===== src/sv/lcs_queue.sv =====
// Small register FIFO that decouples the classify front from the lookup back.
// No dependencies.
module lcs_queue #(
  parameter int WIDTH = 32,
  parameter int DEPTH = 2
) (
  input  logic             clk,
  input  logic             rst_n,
  input  logic             push,
  input  logic [WIDTH-1:0] push_data,
  input  logic             pop,
  output logic [WIDTH-1:0] head_data,
  output logic             full,
  output logic             empty
);

  localparam int PW = (DEPTH > 1) ? $clog2(DEPTH) : 1;
  localparam int CW = $clog2(DEPTH + 1);

  logic [WIDTH-1:0] mem_r [DEPTH];
  logic [PW-1:0]    wp_r, wp_nxt;
  logic [PW-1:0]    rp_r, rp_nxt;
  logic [CW-1:0]    cnt_r, cnt_nxt;

  always_comb begin
    wp_nxt  = wp_r;
    rp_nxt  = rp_r;
    cnt_nxt = cnt_r;
    if (push) begin
      wp_nxt = (wp_r == PW'(DEPTH - 1)) ? '0 : wp_r + PW'(1);
    end
    if (pop) begin
      rp_nxt = (rp_r == PW'(DEPTH - 1)) ? '0 : rp_r + PW'(1);
    end
    if (push && !pop) begin
      cnt_nxt = cnt_r + CW'(1);
    end else if (pop && !push) begin
      cnt_nxt = cnt_r - CW'(1);
    end
  end

  always_ff @(posedge clk) begin
    if (!rst_n) begin
      wp_r  <= '0;
      rp_r  <= '0;
      cnt_r <= '0;
    end else begin
      wp_r  <= wp_nxt;
      rp_r  <= rp_nxt;
      cnt_r <= cnt_nxt;
    end
  end

  always_ff @(posedge clk) begin
    if (push) begin
      mem_r[wp_r] <= push_data;
    end
  end

  assign head_data = mem_r[rp_r];
  assign full      = (cnt_r == CW'(DEPTH));
  assign empty     = (cnt_r == '0);

endmodule


===== config.mk =====
export PLATFORM = sky130hd
export DESIGN_NAME = lcs_queue
export DESIGN_NICKNAME = d
export VERILOG_FILES = /design/src/sv/lcs_queue.sv
export SDC_FILE = /design/constraint.sdc
export NUM_CORES = 1
export LEC_CHECK = 0
export ABC_AREA = 0
export BUFFER_PORTS_ARGS = -buffer_cell sky130_fd_sc_hd__buf_2
export CORE_ASPECT_RATIO = 0.8
export CORE_UTILIZATION = 47
export CTS_CLUSTER_SIZE = 14
export DETAILED_ROUTE_END_ITERATION = 16
export PLACE_DENSITY = 0.71
export SLEW_MARGIN = 20
export SYNTH_ARGS = -nofsm -noshare
export SYNTH_HDL_FRONTEND = slang
export SYNTH_SLANG_ARGS = --single-unit

===== constraint.sdc =====
create_clock -name clk -period 5.4 [get_ports clk]
set_input_delay 0.27 -clock clk [delete_from_list [all_inputs] [get_ports clk]]
set_output_delay 0.27 -clock clk [all_outputs]
set_load 0.05 [all_outputs]

**After elaboration in Yosys (flattened, before gate mapping)**

Memory sizes are Yosys's and may differ from the RTL's. A register that Yosys moved wholly into a read port is not among the register bits.
Cells that the tools add are included.

- Output and inout port bits: 34
- Memory bits (read-only): 0
- Logic and storage cells: 23
- Memory bits (writable): 64
- Latch bits: 0
- Memories kept: 1
- Register bits: 4
- Input bits: 36

- Magnitude comparators: 0
- Multiplexer cells: 8
- Div/mod/pow operators: 0
- $add $sub $neg: 4
- Shift operators: 0
- Reduce and logical (&&, ||, !) cells: 6
- Bitwise gates (word level): 0
- Equality and inequality tests: 1
- Multipliers: 0

Memories:

| name | depth | width | rd ports | clocked after memory_dff | write ports | line | RTL |
|---|---|---|---|---|---|---|---|
| mem_r | 2 | 32 | 1 | 1 | 1 | 20 | `logic [WIDTH-1:0] mem_r [DEPTH];` |

Operators by type and width:

| operator | count |
|---|---|
| $mux 1 | 6 |
| $mux 2 | 2 |
| $add 1x1->1 const B | 2 |
| $add 2x1->2 const B | 1 |
| $eq 2x2->1 const B | 1 |
| $logic_and 1x1->1 | 2 |
| $logic_not 1->1 | 2 |
| $logic_not 2->1 | 1 |
| $reduce_bool 2->1 | 1 |
| $sub 2x1->2 const B | 1 |

**Longest topological paths before layout**

- Depth in word-level cells: 4
- Mapped depth: 5

**Least setup slack after synthesis**

No wires, ideal clock.

- Path type: register to register
- From: register wp_r
- To: memory mem_r[0][0] (enable)
- Cell stages (with the launch flop): 2
- Data arrival time: 1,776 ps
- Library setup time: 426 ps
- Path buffers: 0
- Path slack: 3,198 ps
- Required time: 4,974 ps
- Path through: dfxtp_1 > nor2b_1

RTL lines:

| element | line | RTL |
|---|---|---|
| start, declared | 21 | `logic [PW-1:0] wp_r, wp_nxt;` |
| start signal, assigned | 48 | `wp_r <= wp_nxt;` |
| end, declared | 20 |  |

Straight into the memory's write port.

==> qor.txt <==
Tot GR Track Use = 0.160
Reg2Reg Setup Slack = 3.83 ns
Nets = 237
Cells after Synth = 122
Clock latency on the worst-skew pair = 0.33 ns
Initial DRT Pass Iterations = 10
Sequential area share after synthesis = 0.800
# hold bufs at CTS = 0
Cts repair resizes = 0
Max rail drop VDD = 171 uV
CTS tree = built
Worst Path Arrival = 1.93 ns
Worst setup SP type = flop
# rows = 23
Fin crit share = 0.408
Setup repair bufs after CTS = 0
Remaining antenna violation count = 0
Largest stage delay, worst path = 0.61 ns
Commonest non-fill, non-tap cells in the layout = buf_2 (69), edfxtp_1 (64), mux2_2 (30)
Worst slew margin relative to its limit = 0.380
Post-synth top area share = 0.760
Die Footprint = 5680 um2
Area growth syn-to-layout = 23.3%
Yosys cell types = 18
Crit path cell chain = buf_4 > mux2_2 > buf_2
Drt first-iter violations = 74
Warnings from Yosys = 0
Final setup viols = 0
DRT Wirelength = 4090 um
Total of max-cap violations = 0
CTS Sinks = 69
PD cells = 384 nW/um2
Initial antenna violation count = 0
Synthesized area per cell = 20.7 um2
Leakage power = 0.00119 uW
Area leader, netlist = edfxtp_1
DRC Markers = 12
Clock Pin Slew Worst Setup and Hold Paths = 0.06 ns
Slew Viols, Final = 0
Setup CP Type = flop to primary output
First-pass GRT wire length = 6420 um
Clk_skew = 0.00202 ns
Largest net degree at the start of global routing = 34
FMAX = 454 MHz
Critical-path top delay cell = dfxtp_1
Setup TNS = 0 ns
Post-synthesis instance area = 2530 um2
Total gr overflow = 0
Worst setup EP type = primary output
Ant diodes = 0
H-tree Lvls = 3
Final hold vios = 0
Count of input and output buffers = 69
Die span in x = 84.0 um
Num CTS Buffers = 9
Final hold slack = 0.127 ns
Status = complete, but fails checks
Via Count = 1304
Tightest Hold Check Type = input pin to flop
Failing checks = DRC
Root Buffer = clkbuf_8
Vias per cell = 4.92
Tmin final = 2.20 ns
Drt wl/cell = 15.4 um
Vias in the first global route = 1387
Placeable core area = 5090 um2
CP Data Required Time = 5.13 ns
Top post-synthesis cells by area = edfxtp_1 (76%), mux2_2 (13%), dfxtp_1 (4.0%)
Die span in y = 67.6 um
Max Fanout on Critical Path = 22
RSZ-0062 raised after global routing = no
Global placement routability congestion = 0.760
Least-Margin Pin Slew = 0.928 ns
Share of cells above drive strength 1 = 0.562
Commonest non-fill, non-tap cell in the layout = buf_2
IO Pins = 70
Initial Util = 0.496
Synthesized Nets = 159
FF+latch count, synth = 69
Clock Path Buffers = 2
Final HPWL DP = 2860 um
critical path, delay by kind of cell, from the launching register on:
family                 cells  cell delay [ns]
flip-flops                 1             0.61
buffers and inverters      2             0.59
multiplexers               1             0.39
worst paths after layout:
check                             start                     end  cells after the start
setup / recovery                   flop           head_data[24]                      3
hold / removal            push_data[11]  mem_r[1][11]$_DFFE_PP_                      1
setup reg to reg      wp_r$_SDFFE_PN0P_   mem_r[1][0]$_DFFE_PP_                      2
hold reg to reg   cnt_r[1]$_SDFFE_PN0P_   cnt_r[1]$_SDFFE_PN0P_                      2
power by group:
part	total (uW)	switching, uW	internal, uW
clock network	367	161	206
logic	202	142	60.2
registers	628	11.4	617
per-stage QoR:
| step | cells | utilization | total power, uW | instance area [um2] | worst slack (ns) |
|---|---|---|---|---|---|
| 2_1_floorplan | 122 | - | 793 | 2530 | 3.20 |
| 3_3_place_gp | 251 | 0.578 | 838 | 2950 | 3.59 |
| 3_5_place_dp | 251 | 0.578 | 844 | 2950 | 3.53 |
| 4_1_cts | 265 | 0.612 | 1210 | 3120 | 3.16 |
| 5_1_grt | 265 | 0.612 | 1240 | 3120 | 3.07 |
| 6_report | 265 | 0.612 | 1200 | 3120 | 3.20 |
logic make-up after synthesis:
logic type               count (synthesis)  share of synthesized area
flip-flops                              69                      0.800
multiplexers                            32                      0.143
AND/OR/NAND/NOR                          9                     0.0223
buffers and inverters                    5                     0.0124
AO/OA/AOI/OAI                            3                    0.00792
XOR/XNOR                                 3                     0.0104
adder cells (fa/ha/maj)                  1                    0.00495
sequential cells by signal (all words and copies together), names as in the netlist, named ones only:
signal,cells
wp_r,1
mem_r,64
cnt_r,2
rp_r,1
layer usage:
metal,vias to the layer above,share of wire,global-route usage
met5,-,0,0
li1,622,-,-
met1,627,0.40,0.167
met4,0,0.022,0.103
met2,46,0.50,0.273
met3,9,0.075,0.0685
synthesized netlist by cell type:
library cell	instances
mux2_2	30
edfxtp_1	64
mux2_1	2
or3_1	1
dfxtp_1	5
ha_1	1
clkbuf_2	1
a21boi_1	1
xor2_1	2
o21ai_0	1
inv_1	1
o21a_1	1
and2_1	4
and2b_2	1
xnor2_1	1
nor2b_1	2
buf_4	3
nor2_1	1
layout make-up:
cell class | count | area (um2)
Sequential cell | 69 | 2020
Fill cell | 375 | 1980
Multi-Input combinational cell | 48 | 483
Timing Repair Buffer | 71 | 360
Clock buffer | 11 | 131
Tap cell | 62 | 77.6
Clock inverter | 3 | 38.8
Inverter | 1 | 3.75
Note: power is estimated with default switching activity, not from simulation.
