File: src/sv/lcs_pkg.sv
// Shared types and constants for the LRU cache hit/miss unit.
// No dependencies; lcs_front, lcs_back and the top level import this package.
package lcs_pkg;

  // Configuration register file contents, fixed field widths.
  typedef struct packed {
    logic [31:0] index_mask;
    logic [3:0]  index_length;
    logic [4:0]  offset_bits;
    logic [3:0]  ways_used;
  } lcs_cfg_t;

  localparam int CFG_DATA_W = 32;
  localparam int CFG_ADDR_W = 4;
  localparam int CFG_IDX_W  = 2;

  // Register indexes, taken from paddr[3:2].
  localparam logic [CFG_IDX_W-1:0] REG_INDEX_MASK   = 2'd0;
  localparam logic [CFG_IDX_W-1:0] REG_INDEX_LENGTH = 2'd1;
  localparam logic [CFG_IDX_W-1:0] REG_OFFSET_BITS  = 2'd2;
  localparam logic [CFG_IDX_W-1:0] REG_WAYS_USED    = 2'd3;

  localparam logic [3:0] WAYS_USED_RST = 4'd1;

  // Width of an index length once saturated to SET_BITS.
  localparam int LEN_W = 5;

endpackage

File: src/sv/lcs_front.sv
// Front end: accepts address transactions, forms the set index and the line key.
// Depends on lcs_pkg; feeds lcs_queue.
module lcs_front #(
  parameter int SET_BITS  = 10,
  parameter int ADDR_BITS = 32,
  parameter int IDX_W     = (SET_BITS > 0) ? SET_BITS : 1
) (
  input  logic                  clk,
  input  logic                  rst_n,
  input  lcs_pkg::lcs_cfg_t     cfg,
  input  logic                  remap,
  input  logic                  hold,
  input  logic                  in_valid,
  output logic                  in_ready,
  input  logic [31:0]           in_address,
  input  logic                  q_full,
  output logic                  q_push,
  output logic [IDX_W-1:0]      q_set,
  output logic [ADDR_BITS-1:0]  q_key
);
  import lcs_pkg::*;

  localparam int CW = $clog2(ADDR_BITS + 1);

  localparam logic [1:0] F_LOAD  = 2'd0;
  localparam logic [1:0] F_SWEEP = 2'd1;
  localparam logic [1:0] F_READY = 2'd2;

  logic [1:0]           state_r, state_nxt;
  logic [CW-1:0]        left_r, left_nxt;
  logic [LEN_W-1:0]     cnt_r, cnt_nxt;
  logic [ADDR_BITS-1:0] msk_r, msk_nxt;
  logic [ADDR_BITS-1:0] en_r, en_nxt;
  logic [IDX_W-1:0]     tgt_r [ADDR_BITS];
  logic [IDX_W-1:0]     tgt_nxt [ADDR_BITS];
  logic [LEN_W-1:0]     len;
  logic [LEN_W-1:0]     diff;
  logic                 take;

  // The map tells, for every address bit, whether it feeds the index and at
  // which index position. It is rebuilt one address bit per cycle, from the
  // top bit down, whenever the mask or the length changes.
  always_comb begin
    len = (LEN_W'(cfg.index_length) > LEN_W'(SET_BITS)) ? LEN_W'(SET_BITS)
                                                         : LEN_W'(cfg.index_length);
    take      = msk_r[ADDR_BITS-1] && (cnt_r < len);
    diff      = len - LEN_W'(1) - cnt_r;
    state_nxt = state_r;
    left_nxt  = left_r;
    cnt_nxt   = cnt_r;
    msk_nxt   = msk_r;
    en_nxt    = en_r;
    for (int i = 0; i < ADDR_BITS; i++) begin
      tgt_nxt[i] = tgt_r[i];
    end
    case (state_r)
      F_LOAD: begin
        msk_nxt   = cfg.index_mask[ADDR_BITS-1:0];
        cnt_nxt   = '0;
        left_nxt  = CW'(ADDR_BITS);
        state_nxt = F_SWEEP;
      end
      F_SWEEP: begin
        en_nxt[0]  = take;
        tgt_nxt[0] = IDX_W'(diff);
        for (int i = 1; i < ADDR_BITS; i++) begin
          en_nxt[i]  = en_r[i-1];
          tgt_nxt[i] = tgt_r[i-1];
        end
        msk_nxt  = msk_r << 1;
        cnt_nxt  = take ? cnt_r + LEN_W'(1) : cnt_r;
        left_nxt = left_r - CW'(1);
        if (left_r == CW'(1)) begin
          state_nxt = F_READY;
        end
      end
      F_READY: begin
        state_nxt = F_READY;
      end
      default: begin
        state_nxt = F_LOAD;
      end
    endcase
    if (remap) begin
      state_nxt = F_LOAD;
    end
  end

  always_ff @(posedge clk) begin
    if (!rst_n) begin
      state_r <= F_LOAD;
      en_r    <= '0;
    end else begin
      state_r <= state_nxt;
      en_r    <= en_nxt;
    end
  end

  always_ff @(posedge clk) begin
    left_r <= left_nxt;
    cnt_r  <= cnt_nxt;
    msk_r  <= msk_nxt;
    for (int i = 0; i < ADDR_BITS; i++) begin
      tgt_r[i] <= tgt_nxt[i];
    end
  end

  // Gather the index bits and clear the offset bits of the key.
  always_comb begin
    for (int k = 0; k < IDX_W; k++) begin
      q_set[k] = 1'b0;
      for (int b = 0; b < ADDR_BITS; b++) begin
        q_set[k] = q_set[k] | (en_r[b] & in_address[b] & (tgt_r[b] == IDX_W'(k)));
      end
    end
    for (int i = 0; i < ADDR_BITS; i++) begin
      q_key[i] = in_address[i] & (6'(i) >= {1'b0, cfg.offset_bits});
    end
  end

  assign in_ready = (state_r == F_READY) && !hold && !q_full;
  assign q_push   = in_valid && in_ready;

endmodule

File: config.mk
export PLATFORM = sky130hd
export DESIGN_NAME = lcs_front
export DESIGN_NICKNAME = d
export VERILOG_FILES = /design/src/sv/lcs_pkg.sv /design/src/sv/lcs_front.sv
export SDC_FILE = /design/constraint.sdc
export NUM_CORES = 1
export LEC_CHECK = 0
export BUFFER_PORTS_ARGS = -buffer_cell sky130_fd_sc_hd__buf_2
export CORE_ASPECT_RATIO = 1.2
export CORE_MARGIN = 3
export CORE_UTILIZATION = 61
export CTS_BUF_LIST = sky130_fd_sc_hd__clkbuf_8
export CTS_CLUSTER_SIZE = 10
export DETAILED_ROUTE_END_ITERATION = 7
export PLACE_DENSITY = 0.82
export SLEW_MARGIN = 20
export SYNTH_ARGS = -nofsm -noshare
export SYNTH_HDL_FRONTEND = slang
export SYNTH_SLANG_ARGS = --single-unit
File: constraint.sdc
create_clock -name clk -period 8.1 [get_ports clk]
set_clock_uncertainty 0.1 [all_clocks]
set_input_delay 0.81 -clock clk [delete_from_list [all_inputs] [get_ports clk]]
set_output_delay 0.81 -clock clk [all_outputs]
set_load 0.03 [all_outputs]
---- After elaboration in Yosys (flattened, before gate mapping) ----
Memories as Yosys holds them, arrays and structs flattened.
Cells that the tools add are included.
storage, ports and cells
  register bits ........................... 77
  bits in writable memories ............... 320
  input port bits ......................... 83
  output and inout port bits .............. 44
  word-level logic and storage cells ...... 1080
  memories ................................ 1
cells by class
  add/sub/neg operators ................... 4
  magnitude comparators ................... 33
  eq/ne operators ......................... 293
  mux-type cells .......................... 8
  bitwise operators ....................... 694
  reductions and logical operators ........ 42
memory list
  name   depth  width  read ports  clocked after Yosys merged registers in  wr ports  RTL line         text
  tgt_r  32     10     32          0                                        32        lcs_front.sv:34  logic [IDX_W-1:0] tgt_r [ADDR_BITS];
operator list
  cell                   number
  $eq A10 B3 Y1 const B  128
  $eq A10 B2 Y1 const B  64
  $eq A10 B4 Y1 const B  64
  $and A1 B1 Y1          383
  $eq A10 B1 Y1 const B  32
  $logic_not A10 Y1      32
  $mux W320              1
  $or A1 B1 Y1           310
  $ge A5 B5 Y1 const A   15
  $pmux W32 S2           1
  $ge A4 B5 Y1 const A   8
  $ge A3 B5 Y1 const A   4
  $pmux W6 S2            1
  $ge A1 B5 Y1 const A   2
  $ge A2 B5 Y1 const A   2
  $pmux W5 S2            1
  $eq A6 B1 Y1 const B   1
  $pmux W2 S3            1
  $sub A6 B1 Y6 const B  1
  $add A5 B1 Y5 const B  1
  $lt A5 B4 Y1           1
  $mux W5                1
  $sub A4 B1 Y5 const B  1
  $sub A5 B5 Y5          1
  other kinds (13)       18

---- Longest topological paths before layout ----
Gate-level depths: netlist of the first run.
An unclocked memory read counts as a cell.
  depth in word-level cells ............... 34
  gate-level depth with buffers ........... 9
  depth with buffers taken out ............ 9

---- Worst setup path after synthesis of the first run ----
No wires, ideal clock.
  kind .................................... register -> register
  start point ............................. reg state_r[1]
  end point ............................... reg left_r[0], enable pin
  setup time .............................. 0.378 ns
  arrival time ............................ 5.353 ns
  required time ........................... 7.622 ns
  path slack .............................. 2.269 ns
  stages on the path, launching flop included .. 6
  path buffers ............................ 2
  clock period less this slack ............ 5.831 ns
  path through ............................ dfxtp_1 -> inv_1 -> ha_1 -> clkbuf_1 -> clkbuf_1 -> or2_2
between the ends
  longest elaborated chain between the ends .. 2
  elaborated cells between the ends (all ways) .. 3
  those cells by class .................... eq/ne (1); reduce/logical (2)
RTL lines
  element                                                  RTL line          text
  start: declaration                                       lcs_front.sv:29   logic [1:0] state_r, state_nxt;
  start signal: assignment                                 lcs_front.sv:94   state_r <= state_nxt;
  $eq A2 B1 Y1 / $logic_not A2 Y1 (equally long branches)  lcs_front.sv:56   case (state_r)
  $reduce_bool A2 Y1 (no line) *                           -
  end signal: assignment                                   lcs_front.sv:100  left_r <= left_nxt;
  end: declaration                                         lcs_front.sv:30   logic [CW-1:0] left_r, left_nxt;
Mark *: on every way between the ends. The rest lies on a longest branch, timed or not.
A chain may end at the register's enable or synchronous reset.

==> results_dict.tcl, run 1 <==
set metrics [dict create \
    period_minus_slack_ns 3.95 \
    dr_total_vias 10900 \
    syn_area_per_cell_um2 11.5 \
    dpl_cell_area_um2 13500 \
    antenna_found_initial 1 \
    grt_max_degree 86 \
    ctsResizeCount 0 \
    synth_seq_area_share_pct 53.5 \
    holdPathStages 0 \
    slowest_delay_ns 0.67 \
    worstMarginPinSlew_ns 1.21 \
    coreArea_um2 20300 \
    synth_top_cell_by_area "edfxtp_1" \
    regArea_um2 6780 \
    dieArea_um2 22500 \
    antenna_left 0 \
    layout.nets 1335 \
    synth.ff_latch_count 237 \
    timing.final.crit_share_pct 48.7 \
    cts-root-buf "clkbuf_8" \
    synth_cells 1096 \
    synth.distinct_cells 73 \
    drv_cap 0 \
    start_util_pct 62.3 \
    irDropWorstVdd_v 0.000285 \
    final-setup-viol-count 0 \
    muxShareOfSynthArea_pct 5.21 \
    cts_tree "yes" \
    status "complete, no violations" \
    areaGrowthSynthToFinish_pct 14.0 \
    drtPass1Iterations 6 \
    path_clk_slew_ns 0.06 \
    post_cts_buffers 0 \
    rr_endpoint "en_r[16]" \
    crit_path_end_kind "primary output" \
    yosysWarnings 0 \
    async_flop_share_pct 0 \
    syn_nets 1193 \
    hold_end "tgt_r[0][94]" \
    groute.usage.overall_pct 40.6 \
    max_freq_ghz 0.253 \
    layout_commonest_cell "edfxtp_1" \
    first_iter_violations 1436 \
    crit_type "flip-flop to primary output" \
    cts_max_level 2 \
    tns_ns 0 \
    drive_gt1_share_pct 19.0 \
    dp_hpwl_um 35000 \
    io_pins 127 \
    worst_ep_required_time_ns 7.19 \
    synth_xor_area_share_pct 0.692 \
    synthSimpleGateAreaFrac_pct 29.4 \
    numPortBuffers 122 \
    synthesis.area_um2 12700 \
    cts_max_path_buffers 3 \
    grt_pass1_vias 10400 \
    startpoint_type "flip-flop" \
    timing.final.hold_violations 0 \
    wirelength_um 46300 \
    r2r_slack_ns 5.03 \
    maxSlewHeadroom_pct 18.0 \
    timing.hold.ws_ns 0.373 \
    yosys.area.top_type_share_pct 48.2 \
    vias_per_cell 7.08 \
    multiInputGateArea_um2 5670 \
    drc_errors 0 \
    clk-insertion-delay-late_ns 0.56 \
    crit_fanout 5 \
    synth_top_family_by_area "simple AND/OR/NAND/NOR gates" \
    clock-sinks 237 \
    wire_per_inst_um 30.1 \
    synth_edf_count 203 \
    synth_compound_area_share_pct 7.92 \
    antenna_cells 0 \
    stdcell_area_um2 14400 \
    synth_fa_ha_area_share_pct 1.44 \
    ys_dominant_reg_cell "edfxtp_1" \
    slowest_stage "or4bb_1" \
    cts_buffers 41 \
    power_leakage_nw 5.13 \
    fin_total_pwr_mw 2.94 \
    routabilityCongestion 1.10 \
    p_per_area_nw_per_um2 204 \
    core.rowCount 57 \
    worstHoldPathType "flip-flop to flip-flop" \
    crit_path_cell_trace "or4bb_1 > nor4b_1 > nor4_1 > and3_1 > nand3_1 > buf_2" \
    synth.area.top_cells "edfxtp_1 (48%), dfxtp_1 (5.4%), nor2b_1 (3.5%)" \
    min_from "tgt_r[0][84]" \
    hold_buffers 0 \
    grt_first_pass_wirelength_um 66000 \
    die_w_um 137 \
    layout_common_cells "edfxtp_1 (203), buf_2 (122), nor2b_1 (71)" \
    reg2reg_depth 5 \
    rsz0062_at_grt "no" \
    slew_viol_final 0 \
    rr_startpoint "state_r[1]" \
    die_h_um 164 \
    arrival_ns 3.04 \
    fillers 1384 \
    grt-ovfl-total 0 \
]
power by group:
group	internal [mW]	total (mW)	switching [mW]
Clock	0.671	1.18	0.511
Combinational	0.0961	0.247	0.151
Sequential	1.42	1.51	0.0864
Total	2.19	2.94	0.748
kinds of logic (layout without fill, tap and decap cells):
| kind of cell | count (synthesis) | count (layout) |
|---|---|---|
| AO/OA/AOI/OAI | 135 | 135 |
| XOR/XNOR | 10 | 10 |
| adder cells (fa/ha/maj) | 14 | 14 |
| buffers and inverters | 59 | 233 |
| flip-flops | 237 | 237 |
| multiplexers | 62 | 62 |
| AND/OR/NAND/NOR | 579 | 579 |
sequential cells by signal (all words and copies together) (netlist names):
register  cells
tgt_r       160
en_r         32
msk_r        32
left_r        6
cnt_r         5
state_r       2
worst max-delay path: cells and delay by family, from the launching register on:
family	cells	cell delay [ns]
AND/OR/NAND/NOR	5	1.84
flip-flops	1	0.41
buffers and inverters	1	0.23
Yosys cell counts, types with 18 or more instances:
master      n
clkbuf_1   18
dfxtp_1    34
edfxtp_1  203
inv_1      34
mux2_2     31
mux2i_1    31
nand2_1    59
nand2b_1   21
nand3_1    56
nand4_1    31
nand4b_1   30
nor2_1     60
nor2b_1    71
nor3_1     36
nor3b_1    20
nor4_1     41
nor4bb_1   22
through the flow:
| step | setup slack, ns | std cells | util (%) |
|---|---|---|---|
| after global routing | 4.09 | 1535 | 71.0 |
| after floorplan | 2.27 | 1096 | - |
| final | 4.15 | 1535 | 71.0 |
| after global placement | 4.33 | 1460 | 66.5 |
| after CTS | 4.12 | 1535 | 70.9 |
| after detailed placement | 4.33 | 1460 | 66.5 |
per-layer routing:
layer	GRT usage, %	up-vias	wire length [µm]	part of all wire (%)
met3	6.22	171	4250	9.2
met2	67.3	812	22300	48
met1	50.0	5239	16500	36
met4	24.5	2	3220	7.0
met5	0	-	13	0.028
li1	-	4650	-	-
worst max-delay path by stage:
| stage | from | endpoint | slack, ns | cells after the start |
|---|---|---|---|---|
| 6_report | tgt_r[1][101] | q_set[8] | 4.15 | 6 |
| 5_1_grt | tgt_r[1][134] | q_set[4] | 4.09 | 6 |
| 4_1_cts | tgt_r[0][44] | q_set[7] | 4.12 | 6 |
| 3_5_place_dp | in_address[7] | q_set[0] | 4.33 | 7 |
| 3_3_place_gp | in_address[7] | q_set[0] | 4.33 | 7 |
| 2_1_floorplan | state_r[1] | left_r[0] | 2.27 | 5 |
cell type report:
| type | count | area share (%) |
|---|---|---|
| flip-flops and latches | 237 | 47.0 |
| inverters | 34 | 0.885 |
| repair buffers | 124 | 4.34 |
| clock inverters | 31 | 2.01 |
| clock buffers | 44 | 4.20 |
| well taps | 265 | 2.30 |
| multi-input cells | 800 | 39.3 |
No activity file was read; power rests on OpenSTA's default activity.
==> run 2, diff against run 1 <==
--- a/config.mk
+++ b/config.mk
@@ -8,11 +8,11 @@
 export BUFFER_PORTS_ARGS = -buffer_cell sky130_fd_sc_hd__buf_2
 export CORE_ASPECT_RATIO = 1.2
 export CORE_MARGIN = 3
-export CORE_UTILIZATION = 61
+export CORE_UTILIZATION = 56
 export CTS_BUF_LIST = sky130_fd_sc_hd__clkbuf_8
 export CTS_CLUSTER_SIZE = 10
 export DETAILED_ROUTE_END_ITERATION = 7
-export PLACE_DENSITY = 0.82
+export PLACE_DENSITY = 0.79
 export SLEW_MARGIN = 20
 export SYNTH_ARGS = -nofsm -noshare
 export SYNTH_HDL_FRONTEND = slang
==> constraint.sdc (replaced) <==
create_clock -name clk -period 3.4 [get_ports clk]
set_clock_uncertainty 0.1 [all_clocks]
set_input_delay 0.34 -clock clk [delete_from_list [all_inputs] [get_ports clk]]
set_output_delay 0.34 -clock clk [all_outputs]
set_load 0.03 [all_outputs]
==> run 2 against run 1 <==
Effect of this change:
- die area is 8.6% higher
- power increased by 130%
- via count down 1.6%
- setup slack lost 4.1 ns
- critical endpoint is now q_set[6]
- largest cell class unchanged
==> results_dict.tcl, run 2 (synthesis results as in run 1) <==
set metrics [dict create \
    antenna_cells 0 \
    vias_per_cell 6.83 \
    layout_commonest_cell "edfxtp_1" \
    routabilityCongestion 1.08 \
    antenna_found_initial 0 \
    groute.usage.overall_pct 37.7 \
    grt_max_degree 183 \
    die_w_um 143 \
    cts-root-buf "clkbuf_8" \
    worstHoldPathType "primary input to flip-flop" \
    irDropWorstVdd_v 0.000394 \
    arrival_ns 2.92 \
    drc_errors 0 \
    p_per_area_nw_per_um2 465 \
    timing.final.crit_share_pct 98.9 \
    drv_cap 0 \
    cts_max_level 2 \
    p_int_mw 5.02 \
    status "complete, no violations" \
    crit_fanout 5 \
    grt_first_pass_wirelength_um 67300 \
    areaGrowthSynthToFinish_pct 15.4 \
    core.rowCount 59 \
    max_freq_ghz 0.297 \
    start_util_pct 57.7 \
    dr_total_vias 10700 \
    p_sw_mw 1.76 \
    wire_per_inst_um 29.5 \
    power_leakage_nw 5.22 \
    timing.final.hold_violations 0 \
    tns_ns 0 \
    p_comb_share_pct 8.8 \
    pre_cts_slack_ns 0.621 \
    layout.nets 1360 \
    p_seq_share_pct 52.9 \
    fin_util_pct 66.6 \
    drtPass1Iterations 6 \
    layout_common_cells "edfxtp_1 (203), buf_2 (122), nor2b_1 (71)" \
    numPortBuffers 122 \
    dp_hpwl_um 35000 \
    grt-ovfl-total 0 \
    crit_type "flip-flop to primary output" \
    antenna_left 0 \
    dieArea_um2 24400 \
    swShare_pct 26.0 \
    cts_max_path_buffers 3 \
    cts_buffers 39 \
    drive_gt1_share_pct 20.1 \
    maxSlewHeadroom_pct 31.2 \
    worstMarginPinSlew_ns 1.03 \
    final-setup-viol-count 0 \
    wirelength_um 46300 \
    regMostFlops "tgt_r" \
    die_h_um 171 \
    cts_tree "yes" \
    io_pins 127 \
    pwr-share-clk_pct 38.3 \
    largest_reg_flops 160 \
    slew_viol_final 0 \
    crit_path_end_kind "primary output" \
    clock-sinks 237 \
    setup_slack_ns 0.0365 \
    coreArea_um2 21900 \
    reg_top3 "tgt_r x160, en_r x32, msk_r x32" \
    startpoint_type "flip-flop" \
    worst_ep_required_time_ns 2.96 \
    clk-insertion-delay-late_ns 0.56 \
    grt_pass1_vias 10500 \
    rsz0062_at_grt "no" \
    first_iter_violations 1103 \
    period_minus_slack_ns 3.36 \
    path_clk_slew_ns 0.06 \
]
[run 2: changes by cell type in the layout (fill, tap and decap cells not counted), sizes merged]
cell | previous run | this run
buf | 124 | 141
clkinv | 10 | 7
clkbuf | 44 | 46
inv | 48 | 47
clkinvlp | 2 | 3
dlygate4sd3 | 0 | 10
bufinv | 5 | 2
[run 2: per-stage QoR]
stage                     std cells  hold WS (ns)  instance area [µm²]  total power, mW
final                          1567        0.0109                14600             6.79
after CTS                      1563     0.0000897                14500             6.77
after detailed placement       1482         0.350                13600             4.20
after floorplan                1096         0.321                12700             3.95
after global routing           1567       0.00168                14600             6.99
after global placement         1482         0.341                13600             4.18
[run 2: repair_timing]
action | 4_1_cts | 5_1_grt
endpoints found under the hold margin | 11 | 0
endpoints found under the setup margin | 0 | 3
resized for setup | 0 | 4
buffers inserted | 0 | 4
hold buffers | 10 | 0
[run 2: worst max-delay path, cell delays in order, from the launching register on]
cell and delay (ns):
edfxtp_1 0.42, nor4bb_1 0.87, nand2_1 0.16, o22ai_1 0.35, a2111oi_0 0.16, nand4_1 0.20
buf_2 0.22
[run 2: worst paths after layout]
check                                  start            end  slack, ns  cells after the start
worst min-delay path                 cfg[25]      msk_r[12]       0.01                      2
worst min register to register  tgt_r[0][92]  tgt_r[0][102]       0.37                      0
worst max-delay path            tgt_r[1][40]       q_set[6]       0.04                      6
worst max register to register    state_r[1]       en_r[19]       1.16                      5
[run 2: layer usage]
layer  track usage (%)  wire, µm  vias to the layer above
li1                  -         -                     4697
met1              47.1     17500                     5219
met2              61.9     22000                      640
met3              5.95      3580                      142
met4              22.1      3230                        0
met5                 0         0                        -
[run 2: power groups by stage]
stage | Clock (mW) | Combinational (mW) | Sequential, mW
after floorplan | 0 | 0.397 | 3.55
after detailed placement | 0 | 0.567 | 3.63
final | 2.60 | 0.599 | 3.59
after global placement | 0 | 0.549 | 3.63
after global routing | 2.74 | 0.644 | 3.61
after CTS | 2.61 | 0.583 | 3.58
[run 2: layout make-up]
class	count	area [µm²]
sequential	237	6780
clock buffer	46	633
multi-input combinational	800	5690
timing repair buffer	151	866
tap	274	343
inverter	34	128
clock inverter	25	169
fill	1655	7320
==> run 3, diff against run 2 <==
--- a/config.mk
+++ b/config.mk
@@ -12,7 +12,8 @@
 export CTS_BUF_LIST = sky130_fd_sc_hd__clkbuf_8
 export CTS_CLUSTER_SIZE = 10
 export DETAILED_ROUTE_END_ITERATION = 7
-export PLACE_DENSITY = 0.79
+export PLACE_DENSITY = 0.83
+export SETUP_SLACK_MARGIN = 0.15
 export SLEW_MARGIN = 20
 export SYNTH_ARGS = -nofsm -noshare
 export SYNTH_HDL_FRONTEND = slang
==> run 3 against run 2 <==
Effect of this change:
- sequential power is essentially flat
- first-iteration DRC count fell by 2.3%
- highest routed layer unchanged
- non-clock buffer count up 14
- final area is 1.4% higher
- die area unchanged
- setup slack improved by 0.029 ns
- maximum frequency up 0.86%
- cell count grew 0.83%
- register-to-register slack got worse by 0.04 ns
- routed wire length fell by 0.32%
- via count barely moved
- combinational power up 4.5%
==> results_dict.tcl, run 3 (synthesis results as in run 1) <==
set metrics [dict create \
    crit_start "tgt_r[1][34]" \
    grt_first_pass_wirelength_um 66700 \
    dp_hpwl_um 35200 \
    areaGrowthSynthToFinish_pct 17.0 \
    wire_per_inst_um 29.2 \
    status "complete, no violations" \
    crit_fanout 6 \
    timing.final.crit_share_pct 98.1 \
    rr_startpoint "state_r[1]" \
    die_h_um 171 \
    crit_path_end_kind "primary output" \
    rsz0062_at_grt "yes" \
    final-setup-viol-count 0 \
    layout_commonest_cell "edfxtp_1" \
    reg_top3 "tgt_r x160, en_r x32, msk_r x32" \
    dieArea_um2 24400 \
    largest_reg_flops 160 \
    antenna_cells 0 \
    path_buf_inv 1 \
    antenna_left 0 \
    clock-sinks 237 \
    period_minus_slack_ns 3.33 \
    first_iter_violations 1078 \
    grt_pass1_vias 10500 \
    min_from "cfg[33]" \
    grt-ovfl-total 0 \
    die_w_um 143 \
    grt_max_degree 67 \
    worstHoldPathType "primary input to flip-flop" \
    routabilityCongestion 1.12 \
    slew_viol_final 0 \
    startpoint_type "flip-flop" \
    io_pins 127 \
    cts_buffers 39 \
    worst_ep_required_time_ns 2.96 \
    arrival_ns 2.89 \
    slowest_delay_ns 0.59 \
    wirelength_um 46200 \
    start_util_pct 57.7 \
    crit_path_cell_trace "nand4bb_1 > nor4_1 > a2111oi_1 > nand3_1 > or4_1 > buf_2" \
    groute.usage.overall_pct 37.5 \
    core.rowCount 59 \
    cts_tree "yes" \
    drive_gt1_share_pct 20.8 \
    layout_common_cells "edfxtp_1 (203), buf_2 (122), nor2b_1 (71)" \
    dr_total_vias 10700 \
    irDropWorstVdd_v 0.000533 \
    drv_cap 0 \
    layout.nets 1374 \
    timing.final.hold_violations 0 \
    crit_type "flip-flop to primary output" \
    cts_max_path_buffers 3 \
    worstMarginPinSlew_ns 0.926 \
    max_freq_ghz 0.300 \
    numPortBuffers 122 \
    drtPass1Iterations 6 \
    vias_per_cell 6.77 \
    timing.hold.ws_ns 0.00921 \
    path_clk_slew_ns 0.07 \
    antenna_found_initial 0 \
    p_per_area_nw_per_um2 455 \
    maxSlewHeadroom_pct 37.4 \
    slowest_stage "or4_1" \
    cts_max_level 2 \
    tns_ns 0 \
    drc_errors 0 \
    power_leakage_nw 5.30 \
    clk-insertion-delay-late_ns 0.55 \
    regMostFlops "tgt_r" \
    critPathTopFamily "simple AND/OR/NAND/NOR gates" \
    cts-root-buf "clkbuf_8" \
    coreArea_um2 21900 \
]
## run 3: final cells by class
class,count,area [µm²]
inverter,34,128
timing repair buffer,165,1020
clock inverter,25,161
clock buffer,45,619
tap,274,343
multi-input combinational,800,5760
fill,1643,7120
sequential,237,6780
## run 3: metrics by stage
step | cells | util, % | setup slack [ns] | total power [mW] | cell area (µm²)
floorplan | 1096 | - | 0.286 | 3.95 | 12700
global placement | 1483 | 62.4 | 0.629 | 4.18 | 13700
detailed placement | 1483 | 62.4 | 0.649 | 4.21 | 13700
CTS | 1572 | 66.9 | 0.161 | 6.74 | 14700
global route | 1580 | 67.5 | 0.120 | 6.97 | 14800
finish | 1580 | 67.5 | 0.0652 | 6.74 | 14800
## run 3: timing repair
item / in CTS / in global routing
endpoints found under the setup margin: 3 / 9
buffers inserted: 0 / 8
endpoints found under the hold margin: 20 / 0
gates resized for setup: 3 / 12
hold buffers: 19 / 0
pin swaps: 0 / 3
## run 3: worst paths after layout
check        depth (start not counted)       endpoint  slack, ns
max                                  6       q_set[1]       0.07
min                                  2      msk_r[20]      0.009
max reg2reg                          4      msk_r[26]       1.12
min reg2reg                          0  tgt_r[0][134]       0.36
## run 3: report_power, final
part,internal (mW),switching (mW)
clock,1.36,1.16
combinational,0.258,0.368
sequential,3.39,0.204
## run 3: metal layers
metal	track usage [%]	part of all wire [%]	vias to the layer above
met2	61.7	48	614
met5	0	0	-
li1	-	-	4742
met1	47.0	37	5208
met4	22.0	6.9	0
met3	5.90	7.9	136
